**src/rtl/uer_pkg.sv**
```systemverilog
package uer_pkg;

	// Timer width used for the microsecond echo measurement.
	localparam int TIMER_WIDTH = 32;
	localparam logic [31:0] TIMER_MASK = 32'((64'd1 << TIMER_WIDTH) - 64'd1);

	// Speed of sound scaling: distance = (width * 343 mod 2^32) / 2000.
	localparam logic [8:0] SOUND_NUM = 9'd343;

	// Division by 2000 is a shift by 4 followed by a reciprocal multiply for 125.
	localparam int DIV_SHIFT = 35;
	localparam logic [28:0] DIV_RECIP = 29'd274877907;

	localparam logic [15:0] TIMEOUT_RESET = 16'd100;

	// Request modes.
	localparam logic [2:0] MODE_TRIGGER = 3'd0;
	localparam logic [2:0] MODE_EDGE    = 3'd1;
	localparam logic [2:0] MODE_TICK    = 3'd2;
	localparam logic [2:0] MODE_READ    = 3'd3;
	localparam logic [2:0] MODE_CLEAR   = 3'd4;

	// Read status codes.
	localparam logic [1:0] ST_OK      = 2'd0;
	localparam logic [1:0] ST_BUSY    = 2'd1;
	localparam logic [1:0] ST_NO_DATA = 2'd2;
	localparam logic [1:0] ST_TIMEOUT = 2'd3;

	// One request as held in the input register.
	typedef struct packed {
		logic [2:0]  mode;
		logic        echo_level;
		logic [31:0] now_us;
		logic [31:0] now_ms;
	} req_t;

	// Result after the control stage, distance not yet divided.
	typedef struct packed {
		logic [1:0]  status;
		logic [31:0] echo_time_us;
		logic [31:0] scaled;
		logic        wrapped;
		logic        trigger_pulse;
		logic        busy_flag;
		logic        ready_flag;
	} mid_t;

	// Final result.
	typedef struct packed {
		logic [1:0]  status;
		logic [31:0] echo_time_us;
		logic [21:0] range_mm;
		logic        wrapped;
		logic        trigger_pulse;
		logic        busy_flag;
		logic        ready_flag;
	} res_t;

endpackage

```
**src/rtl/uer_req_if.sv**
```systemverilog
interface uer_req_if;
	logic        valid;
	logic        ready;
	logic [2:0]  mode;
	logic        echo_level;
	logic [31:0] now_us;
	logic [31:0] now_ms;

	modport source (output valid, mode, echo_level, now_us, now_ms, input ready);
	modport sink (input valid, mode, echo_level, now_us, now_ms, output ready);
endinterface

```
**src/rtl/uer_res_if.sv**
```systemverilog
interface uer_res_if;
	logic        valid;
	logic        ready;
	logic [1:0]  status;
	logic [31:0] echo_time_us;
	logic [21:0] range_mm;
	logic        wrapped;
	logic        trigger_pulse;
	logic        busy_flag;
	logic        ready_flag;

	modport source (output valid, status, echo_time_us, range_mm, wrapped,
		trigger_pulse, busy_flag, ready_flag, input ready);
	modport sink (input valid, status, echo_time_us, range_mm, wrapped,
		trigger_pulse, busy_flag, ready_flag, output ready);
endinterface

```
**src/rtl/uer_ctrl.sv**
```systemverilog
module uer_ctrl (
	input  logic             clk,
	input  logic             arst_n,
	input  logic             advance,
	input  logic             item_valid,
	input  uer_pkg::req_t    item,
	input  logic             cfg_we,
	input  logic [15:0]      cfg_wdata,
	output uer_pkg::mid_t    mid_s2
);

	logic [15:0] limit_q;
	logic [31:0] start_time_q;
	logic [31:0] pulse_width_q;
	logic [31:0] trigger_time_q;
	logic        measuring_q;
	logic        ready_q;
	logic        wrap_seen_q;
	logic        timed_out_q;

	logic [31:0] start_time_d;
	logic [31:0] pulse_width_d;
	logic [31:0] trigger_time_d;
	logic        measuring_d;
	logic        ready_d;
	logic        wrap_seen_d;
	logic        timed_out_d;
	logic [31:0] now_us;
	logic [31:0] elapsed_ms;
	logic [1:0]  status;
	logic        ok_read;
	logic        pulse;
	logic [40:0] product;

	assign now_us     = item.now_us & uer_pkg::TIMER_MASK;
	assign elapsed_ms = item.now_ms - trigger_time_q;
	assign product    = pulse_width_q * uer_pkg::SOUND_NUM;

	// Next state and result for the request in the input register.
	always_comb begin
		start_time_d   = start_time_q;
		pulse_width_d  = pulse_width_q;
		trigger_time_d = trigger_time_q;
		measuring_d    = measuring_q;
		ready_d        = ready_q;
		wrap_seen_d    = wrap_seen_q;
		timed_out_d    = timed_out_q;
		status         = uer_pkg::ST_OK;
		ok_read        = 1'b0;
		pulse          = 1'b0;
		unique case (item.mode)
			uer_pkg::MODE_TRIGGER: begin
				if (!measuring_q) begin
					start_time_d   = '0;
					pulse_width_d  = '0;
					ready_d        = 1'b0;
					wrap_seen_d    = 1'b0;
					timed_out_d    = 1'b0;
					measuring_d    = 1'b1;
					trigger_time_d = item.now_ms;
					pulse          = 1'b1;
				end
			end
			uer_pkg::MODE_EDGE: begin
				if (measuring_q) begin
					if (item.echo_level) begin
						start_time_d = now_us;
					end else begin
						if (now_us < start_time_q) begin
							wrap_seen_d = 1'b1;
						end
						pulse_width_d = (now_us - start_time_q) & uer_pkg::TIMER_MASK;
						ready_d       = 1'b1;
						measuring_d   = 1'b0;
					end
				end
			end
			uer_pkg::MODE_TICK: begin
				if (measuring_q && (elapsed_ms > {16'd0, limit_q})) begin
					timed_out_d = 1'b1;
					measuring_d = 1'b0;
				end
			end
			uer_pkg::MODE_READ: begin
				if (timed_out_q) begin
					timed_out_d = 1'b0;
					status      = uer_pkg::ST_TIMEOUT;
				end else if (!ready_q) begin
					status = measuring_q ? uer_pkg::ST_BUSY : uer_pkg::ST_NO_DATA;
				end else begin
					ok_read = 1'b1;
					ready_d = 1'b0;
				end
			end
			uer_pkg::MODE_CLEAR: begin
				start_time_d  = '0;
				pulse_width_d = '0;
				ready_d       = 1'b0;
				wrap_seen_d   = 1'b0;
				timed_out_d   = 1'b0;
				measuring_d   = 1'b0;
			end
			default: begin
			end
		endcase
	end

	// Measurement state, updated once per request leaving the input register.
	always_ff @(posedge clk or negedge arst_n) begin
		if (!arst_n) begin
			limit_q        <= uer_pkg::TIMEOUT_RESET;
			start_time_q   <= '0;
			pulse_width_q  <= '0;
			trigger_time_q <= '0;
			measuring_q    <= 1'b0;
			ready_q        <= 1'b0;
			wrap_seen_q    <= 1'b0;
			timed_out_q    <= 1'b0;
		end else begin
			if (cfg_we) begin
				limit_q <= cfg_wdata;
			end
			if (advance && item_valid) begin
				start_time_q   <= start_time_d;
				pulse_width_q  <= pulse_width_d;
				trigger_time_q <= trigger_time_d;
				measuring_q    <= measuring_d;
				ready_q        <= ready_d;
				wrap_seen_q    <= wrap_seen_d;
				timed_out_q    <= timed_out_d;
			end
		end
	end

	// Result register; the scaled width is zero unless the read succeeded.
	always_ff @(posedge clk) begin
		if (advance) begin
			mid_s2.status        <= status;
			mid_s2.echo_time_us  <= ok_read ? pulse_width_q : 32'd0;
			mid_s2.scaled        <= ok_read ? product[31:0] : 32'd0;
			mid_s2.wrapped       <= wrap_seen_d;
			mid_s2.trigger_pulse <= pulse;
			mid_s2.busy_flag     <= measuring_d;
			mid_s2.ready_flag    <= ready_d;
		end
	end

endmodule

```
**src/rtl/uer_dist.sv**
```systemverilog
module uer_dist (
	input  logic          clk,
	input  logic          advance,
	input  uer_pkg::mid_t mid_s2,
	output uer_pkg::res_t res_s3
);

	logic [56:0] quot_full;

	// Divide by 16 with a shift, then by 125 with a reciprocal multiply.
	assign quot_full = mid_s2.scaled[31:4] * uer_pkg::DIV_RECIP;

	always_ff @(posedge clk) begin
		if (advance) begin
			res_s3.status        <= mid_s2.status;
			res_s3.echo_time_us  <= mid_s2.echo_time_us;
			res_s3.range_mm      <= quot_full[uer_pkg::DIV_SHIFT +: 22];
			res_s3.wrapped       <= mid_s2.wrapped;
			res_s3.trigger_pulse <= mid_s2.trigger_pulse;
			res_s3.busy_flag     <= mid_s2.busy_flag;
			res_s3.ready_flag    <= mid_s2.ready_flag;
		end
	end

endmodule

```
**src/rtl/ultrasonic_echo_ranger.sv**
```systemverilog
// Ultrasonic echo ranger controller.
// Requests arrive on the req channel (mode, echo level, microsecond and
// millisecond counts) and each request yields exactly one result on the res
// channel: read status, echo width, distance in millimeters and the flags.
// The timeout limit in milliseconds is written through cfg_we and cfg_wdata
// while no request is in flight; this binds the user, and the block itself
// does not enforce it. The limit resets to 100. A request passes three
// register stages: the input register, the control stage that updates the
// measurement state, and the distance stage whose reciprocal multiply
// divides by 2000. One request is taken every cycle unless the output stalls.
// When the receiver stalls, all stages hold and req.ready drops only while
// the output register is full and not taken.
// Reset clears all flags, times and the pipeline, and sets the limit to 100.
module ultrasonic_echo_ranger (
	input  logic        clk,
	input  logic        arst_n,
	uer_req_if.sink     req,
	uer_res_if.source   res,
	input  logic        cfg_we,
	input  logic [15:0] cfg_wdata
);

	logic          advance;
	logic          v_s1;
	logic          v_s2;
	logic          v_s3;
	uer_pkg::req_t item_s1;
	uer_pkg::mid_t mid_s2;
	uer_pkg::res_t res_s3;

	// The pipeline moves whenever the output register is free or taken.
	assign advance   = !v_s3 || res.ready;
	assign req.ready = advance;

	always_ff @(posedge clk or negedge arst_n) begin
		if (!arst_n) begin
			v_s1 <= 1'b0;
			v_s2 <= 1'b0;
			v_s3 <= 1'b0;
		end else if (advance) begin
			v_s1 <= req.valid;
			v_s2 <= v_s1;
			v_s3 <= v_s2;
		end
	end

	// Input register.
	always_ff @(posedge clk) begin
		if (advance) begin
			item_s1.mode       <= req.mode;
			item_s1.echo_level <= req.echo_level;
			item_s1.now_us     <= req.now_us;
			item_s1.now_ms     <= req.now_ms;
		end
	end

	uer_ctrl u_ctrl (
		.clk        (clk),
		.arst_n     (arst_n),
		.advance    (advance),
		.item_valid (v_s1),
		.item       (item_s1),
		.cfg_we     (cfg_we),
		.cfg_wdata  (cfg_wdata),
		.mid_s2     (mid_s2)
	);

	uer_dist u_dist (
		.clk     (clk),
		.advance (advance),
		.mid_s2  (mid_s2),
		.res_s3  (res_s3)
	);

	// Output channel.
	assign res.valid         = v_s3;
	assign res.status        = res_s3.status;
	assign res.echo_time_us  = res_s3.echo_time_us;
	assign res.range_mm      = res_s3.range_mm;
	assign res.wrapped       = res_s3.wrapped;
	assign res.trigger_pulse = res_s3.trigger_pulse;
	assign res.busy_flag     = res_s3.busy_flag;
	assign res.ready_flag    = res_s3.ready_flag;

endmodule

```
**src/flat_wrapper.sv**
```systemverilog
// flat-port wrapper written by rule: the top's interface ports become plain ports
module ultrasonic_echo_ranger_flat 
  (clk, arst_n, cfg_we, cfg_wdata, req_valid, req_mode, req_echo_level, req_now_us, req_now_ms, req_ready, res_valid, res_status, res_echo_time_us, res_range_mm, res_wrapped, res_trigger_pulse, res_busy_flag, res_ready_flag, res_ready);
  uer_req_if req_i ();
  uer_res_if res_i ();
  input  logic clk;
  input  logic arst_n;
  input  logic cfg_we;
  input  logic [15:0] cfg_wdata;
  input wire logic [$bits(req_i.valid)-1:0] req_valid;
  input wire logic [$bits(req_i.mode)-1:0] req_mode;
  input wire logic [$bits(req_i.echo_level)-1:0] req_echo_level;
  input wire logic [$bits(req_i.now_us)-1:0] req_now_us;
  input wire logic [$bits(req_i.now_ms)-1:0] req_now_ms;
  output wire logic [$bits(req_i.ready)-1:0] req_ready;
  output wire logic [$bits(res_i.valid)-1:0] res_valid;
  output wire logic [$bits(res_i.status)-1:0] res_status;
  output wire logic [$bits(res_i.echo_time_us)-1:0] res_echo_time_us;
  output wire logic [$bits(res_i.range_mm)-1:0] res_range_mm;
  output wire logic [$bits(res_i.wrapped)-1:0] res_wrapped;
  output wire logic [$bits(res_i.trigger_pulse)-1:0] res_trigger_pulse;
  output wire logic [$bits(res_i.busy_flag)-1:0] res_busy_flag;
  output wire logic [$bits(res_i.ready_flag)-1:0] res_ready_flag;
  input wire logic [$bits(res_i.ready)-1:0] res_ready;
  assign req_i.valid = req_valid;
  assign req_i.mode = req_mode;
  assign req_i.echo_level = req_echo_level;
  assign req_i.now_us = req_now_us;
  assign req_i.now_ms = req_now_ms;
  assign req_ready = req_i.ready;
  assign res_valid = res_i.valid;
  assign res_status = res_i.status;
  assign res_echo_time_us = res_i.echo_time_us;
  assign res_range_mm = res_i.range_mm;
  assign res_wrapped = res_i.wrapped;
  assign res_trigger_pulse = res_i.trigger_pulse;
  assign res_busy_flag = res_i.busy_flag;
  assign res_ready_flag = res_i.ready_flag;
  assign res_i.ready = res_ready;
  ultrasonic_echo_ranger u_core (.clk(clk), .arst_n(arst_n), .req(req_i), .res(res_i), .cfg_we(cfg_we), .cfg_wdata(cfg_wdata));
endmodule
```
**config.mk**
```make
export PLATFORM = sky130hd
export DESIGN_NAME = ultrasonic_echo_ranger_flat
export DESIGN_NICKNAME = d
export VERILOG_FILES = /design/src/rtl/uer_pkg.sv /design/src/rtl/uer_req_if.sv /design/src/rtl/uer_res_if.sv /design/src/rtl/uer_ctrl.sv /design/src/rtl/uer_dist.sv /design/src/rtl/ultrasonic_echo_ranger.sv /design/src/flat_wrapper.sv
export SDC_FILE = /design/constraint.sdc
export NUM_CORES = 2
export LEC_CHECK = 0
export BUFFER_PORTS_ARGS = -buffer_cell sky130_fd_sc_hd__buf_2
export CELL_PAD_IN_SITES_DETAIL_PLACEMENT = 1
export CELL_PAD_IN_SITES_GLOBAL_PLACEMENT = 1
export CORE_AREA = 3 3 227 284
export DETAILED_ROUTE_END_ITERATION = 10
export DIE_AREA = 0 0 230 287
export GPL_TIMING_DRIVEN = 0
export PLACE_DENSITY = 0.82
export SLEW_MARGIN = 30
export SYNTH_ARGS = -nofsm -noshare
export SYNTH_HDL_FRONTEND = slang
export SYNTH_SLANG_ARGS = --single-unit
```
**constraint.sdc**
```tcl
create_clock -name clk -period 17.1 [get_ports clk]
set_input_delay 3.42 -clock clk [delete_from_list [all_inputs] [get_ports clk]]
set_output_delay 3.42 -clock clk [all_outputs]
set_load 0.03 [all_outputs]
```
==> flow_metrics.env <==
export IMPL_hold_slack_ns=0.418
export IMPL_die_h_um=287
export IMPL_hp_start="u_core.u_ctrl.mid_s2[51]"
export IMPL_initialDrtViolationCount=830
export IMPL_max_stage_delay_ns=0.71
export IMPL_rows=102
export IMPL_vias=21400
export IMPL_status="completed"
export IMPL_hold_viol=0
export IMPL_hold_buffers=0
export IMPL_overflow=0
export IMPL_synth_edf_count=194
export IMPL_end_kind="register"
export IMPL_rsz0062_at_grt="no"
export IMPL_wl_per_cell_um=21.3
export IMPL_yosys_area_top_type="fa_1"
export IMPL_clkLatencyLatePin_ns=0.56
export IMPL_first_global_vias=25100
export IMPL_vias_per_cell=5.47
export IMPL_critPathArrivalTime_ns=8.51
export IMPL_min_period_ns=8.21
export IMPL_yosysSeqAreaShare_pct=28.6
export IMPL_r2r_start="u_core.u_ctrl.mid_s2[23]"
export IMPL_cts_root_buffer="clkbuf_16"
export IMPL_post_cts_buffers=0
export IMPL_final_cell_area_um2=33900
export IMPL_synth_top_area_share_pct=22.9
export IMPL_use_met2_pct=49.8
export IMPL_initial_core_util_pct=49.7
export IMPL_grt_usage_pct=25.8
export IMPL_layout_drive_gt1_share_pct=8.96
export IMPL_syn_num_nets=3773
export IMPL_layout_nets=3965
export IMPL_ioPinCount=151
export IMPL_final_cells=3914
export IMPL_h_tree_depth=2
export IMPL_grt_antenna_before_repair=0
export IMPL_grt_util_met3_pct=3.51
export IMPL_final_setup_skew_ns=0.0278
export IMPL_slew_viol_final=0
export IMPL_critPathKind="register to register"
export IMPL_setup_tns_ns=0
export IMPL_die_x_um=230
export IMPL_ys_ff_latch=313
export IMPL_fin_crit_sh_pct=48.0
export IMPL_wl_um=83500
export IMPL_worst_path_most_repeated_cell="fa_1"
export IMPL_async_flop_share_pct=38.0
export IMPL_crit_path_start="u_core.u_ctrl.mid_s2[23]"
export IMPL_post_synth_top_count_cell="inv_1"
export IMPL_synth_cells=2862
export IMPL_cts_clk_slew_worst_paths_ns=0.06
export IMPL_first_pass_iters=4
export IMPL_fillers=6822
export IMPL_synth_area_leaders="fa_1, ha_1, edfxtp_1, dfrtp_1, inv_1"
export IMPL_drc=0
export IMPL_setup_viol=0
export IMPL_core_area_um2=62000
export IMPL_synthTopCellsByCount="inv_1, ha_1, fa_1"
export IMPL_clk_path_buf_depth=3
export IMPL_port_buffers=150
export IMPL_max_cap_violations=0
export IMPL_grt_max_degree=80
export IMPL_cp_cell_sequence="ha_1 -> inv_1 -> fa_1 -> fa_1 -> fa_1 -> inv_1 -> fa_1 -> fa_1 -> inv_1 -> fa_1 -> inv_1 -> ha_1 -> nand4_1 -> a211oi_1 -> nand4_1 -> a41oi_1 -> o311ai_2 -> o21ai_0 -> a31oi_2 -> o31ai_1 -> o21ai_0 -> o31a_1"
export IMPL_die_area_um2=66000
export IMPL_cts_sinks=313
export IMPL_hp_class="register to register"
export IMPL_placedCellCount=3849
export IMPL_yosysUniqueCellTypes=76
export IMPL_placed_area_um2=32800
export IMPL_synth_area_um2=30800
export IMPL_busiest_layer="met2"
export IMPL_grt_pass1_wl_um=133000
export IMPL_relSlewSlack_pct=40.4
export IMPL_ys_warn_count=0
export IMPL_area_growth_pct=10.1
export IMPL_tightest_slew_ns=0.883
export IMPL_met1_usage_pct=28.1
export IMPL_cpMaxStageDelayCell="edfxtp_1"
export IMPL_antenna_left=0
export IMPL_fmax_ghz=0.122
export IMPL_cts_tree="yes"
export IMPL_worstPathRequired_ns=17.40
export IMPL_ys_flop_type="edfxtp_1"
export IMPL_cts_resized=0
export IMPL_cp_max_fo=8
export IMPL_dp_hpwl_um=69300
export IMPL_numCtsBuffers=35
export IMPL_gp_congestion=0.946
export IMPL_start_kind="register"
export IMPL_syn_mean_instance_area_um2=10.8
[per-stage QoR]
stage | util, % | worst slack [ns]
finish | 54.7 | 8.89
global route | 54.7 | 8.51
CTS | 54.7 | 8.88
detailed placement | 52.8 | 8.90
global placement | 52.6 | 2.91
floorplan | - | 5.31
[registers in the layout, indices dropped and copies added (netlist names), 16 cells and up]
| signal | count |
|---|---|
| u_core.u_dist.res_s3 | 60 |
| u_core.u_ctrl.trigger_time_q | 32 |
| u_core.item_s1 | 68 |
| u_core.u_ctrl.limit_q | 16 |
| u_core.u_ctrl.pulse_width_q | 32 |
| u_core.u_ctrl.start_time_q | 32 |
| u_core.u_ctrl.mid_s2 | 66 |
[placed cells by master, fill, tap and decap left out, types with 23 or more instances in the layout]
cell / netlist / routed
dfrtp_1: 116 / 116
nor2_1: 115 / 115
a21o_1: 53 / 53
nand4_1: 23 / 23
nand2_1: 92 / 92
xor2_1: 37 / 37
mux2_2: 36 / 36
nand3_1: 25 / 25
buf_2: 2 / 151
xnor2_1: 59 / 59
clkbuf_1: 39 / 47
inv_1: 704 / 704
and3_1: 23 / 23
nor3_1: 25 / 24
o21ai_0: 82 / 82
a21oi_1: 108 / 108
fa_1: 352 / 352
edfxtp_1: 194 / 194
clkbuf_16: 0 / 36
a22o_1: 59 / 59
ha_1: 470 / 470
[layout make-up]
class / count / area [um^2] / share of cell area (%)
multi-input cells: 1802 / 19200 / 56.7
flip-flops and latches: 313 / 8810 / 26.0
inverters: 704 / 2640 / 7.79
well taps: 832 / 1040 / 3.07
clock buffers: 47 / 972 / 2.87
repair buffers: 155 / 883 / 2.60
clock inverters: 17 / 185 / 0.546
plain buffers: 43 / 164 / 0.483
diodes: 1 / 2.50 / 0.00738
[final timing paths]
kind | to | slack, ns | cells past startpoint
worst max-delay path | u_core.u_dist.res_s3[24] | 8.89 | 22
worst min-delay path | u_core.u_dist.res_s3[41] | 0.42 | 0
worst max register to register | u_core.u_dist.res_s3[24] | 8.89 | 22
worst min register to register | u_core.u_dist.res_s3[41] | 0.42 | 0
max in group asynchronous | u_core.u_ctrl.pulse_width_q[4] | 13.59 | 2
min in group asynchronous | u_core.u_ctrl.trigger_time_q[21] | 2.75 | 1
[cells by family (layout without fill, tap and decap cells)]
kind of cell               count (synthesis)  after routing  share of synthesized area, %
AOI/OAI and AO/OA                        456            456                          10.1
xor gates and xnor gates                  96             96                          2.73
adders and majority gates                822            822                          41.9
buffers and inverters                    747            966                          9.10
DFF                                      313            313                          28.6
muxes                                     40             40                          1.49
other                                      0              1                             0
and+or+nand+nor                          388            388                          6.10
[metal layers]
layer / vias up / wire [um]
li1: 9834 / -
met1: 10900 / 31000
met2: 449 / 45600
met3: 195 / 3130
met4: 0 / 3750
met5: - / 0
[critical path, delay by kind of cell, from the launching register on]
family / cells / cell delay, ns
compound gates: 8 / 2.59
fa+ha+maj: 8 / 3.93
buf+inv: 4 / 0.32
flops: 1 / 0.71
simple gates: 2 / 0.41
Power is left out: the tool's default activity adds up to more than one toggle a clock period on the data nets, which glitch-free logic cannot reach.
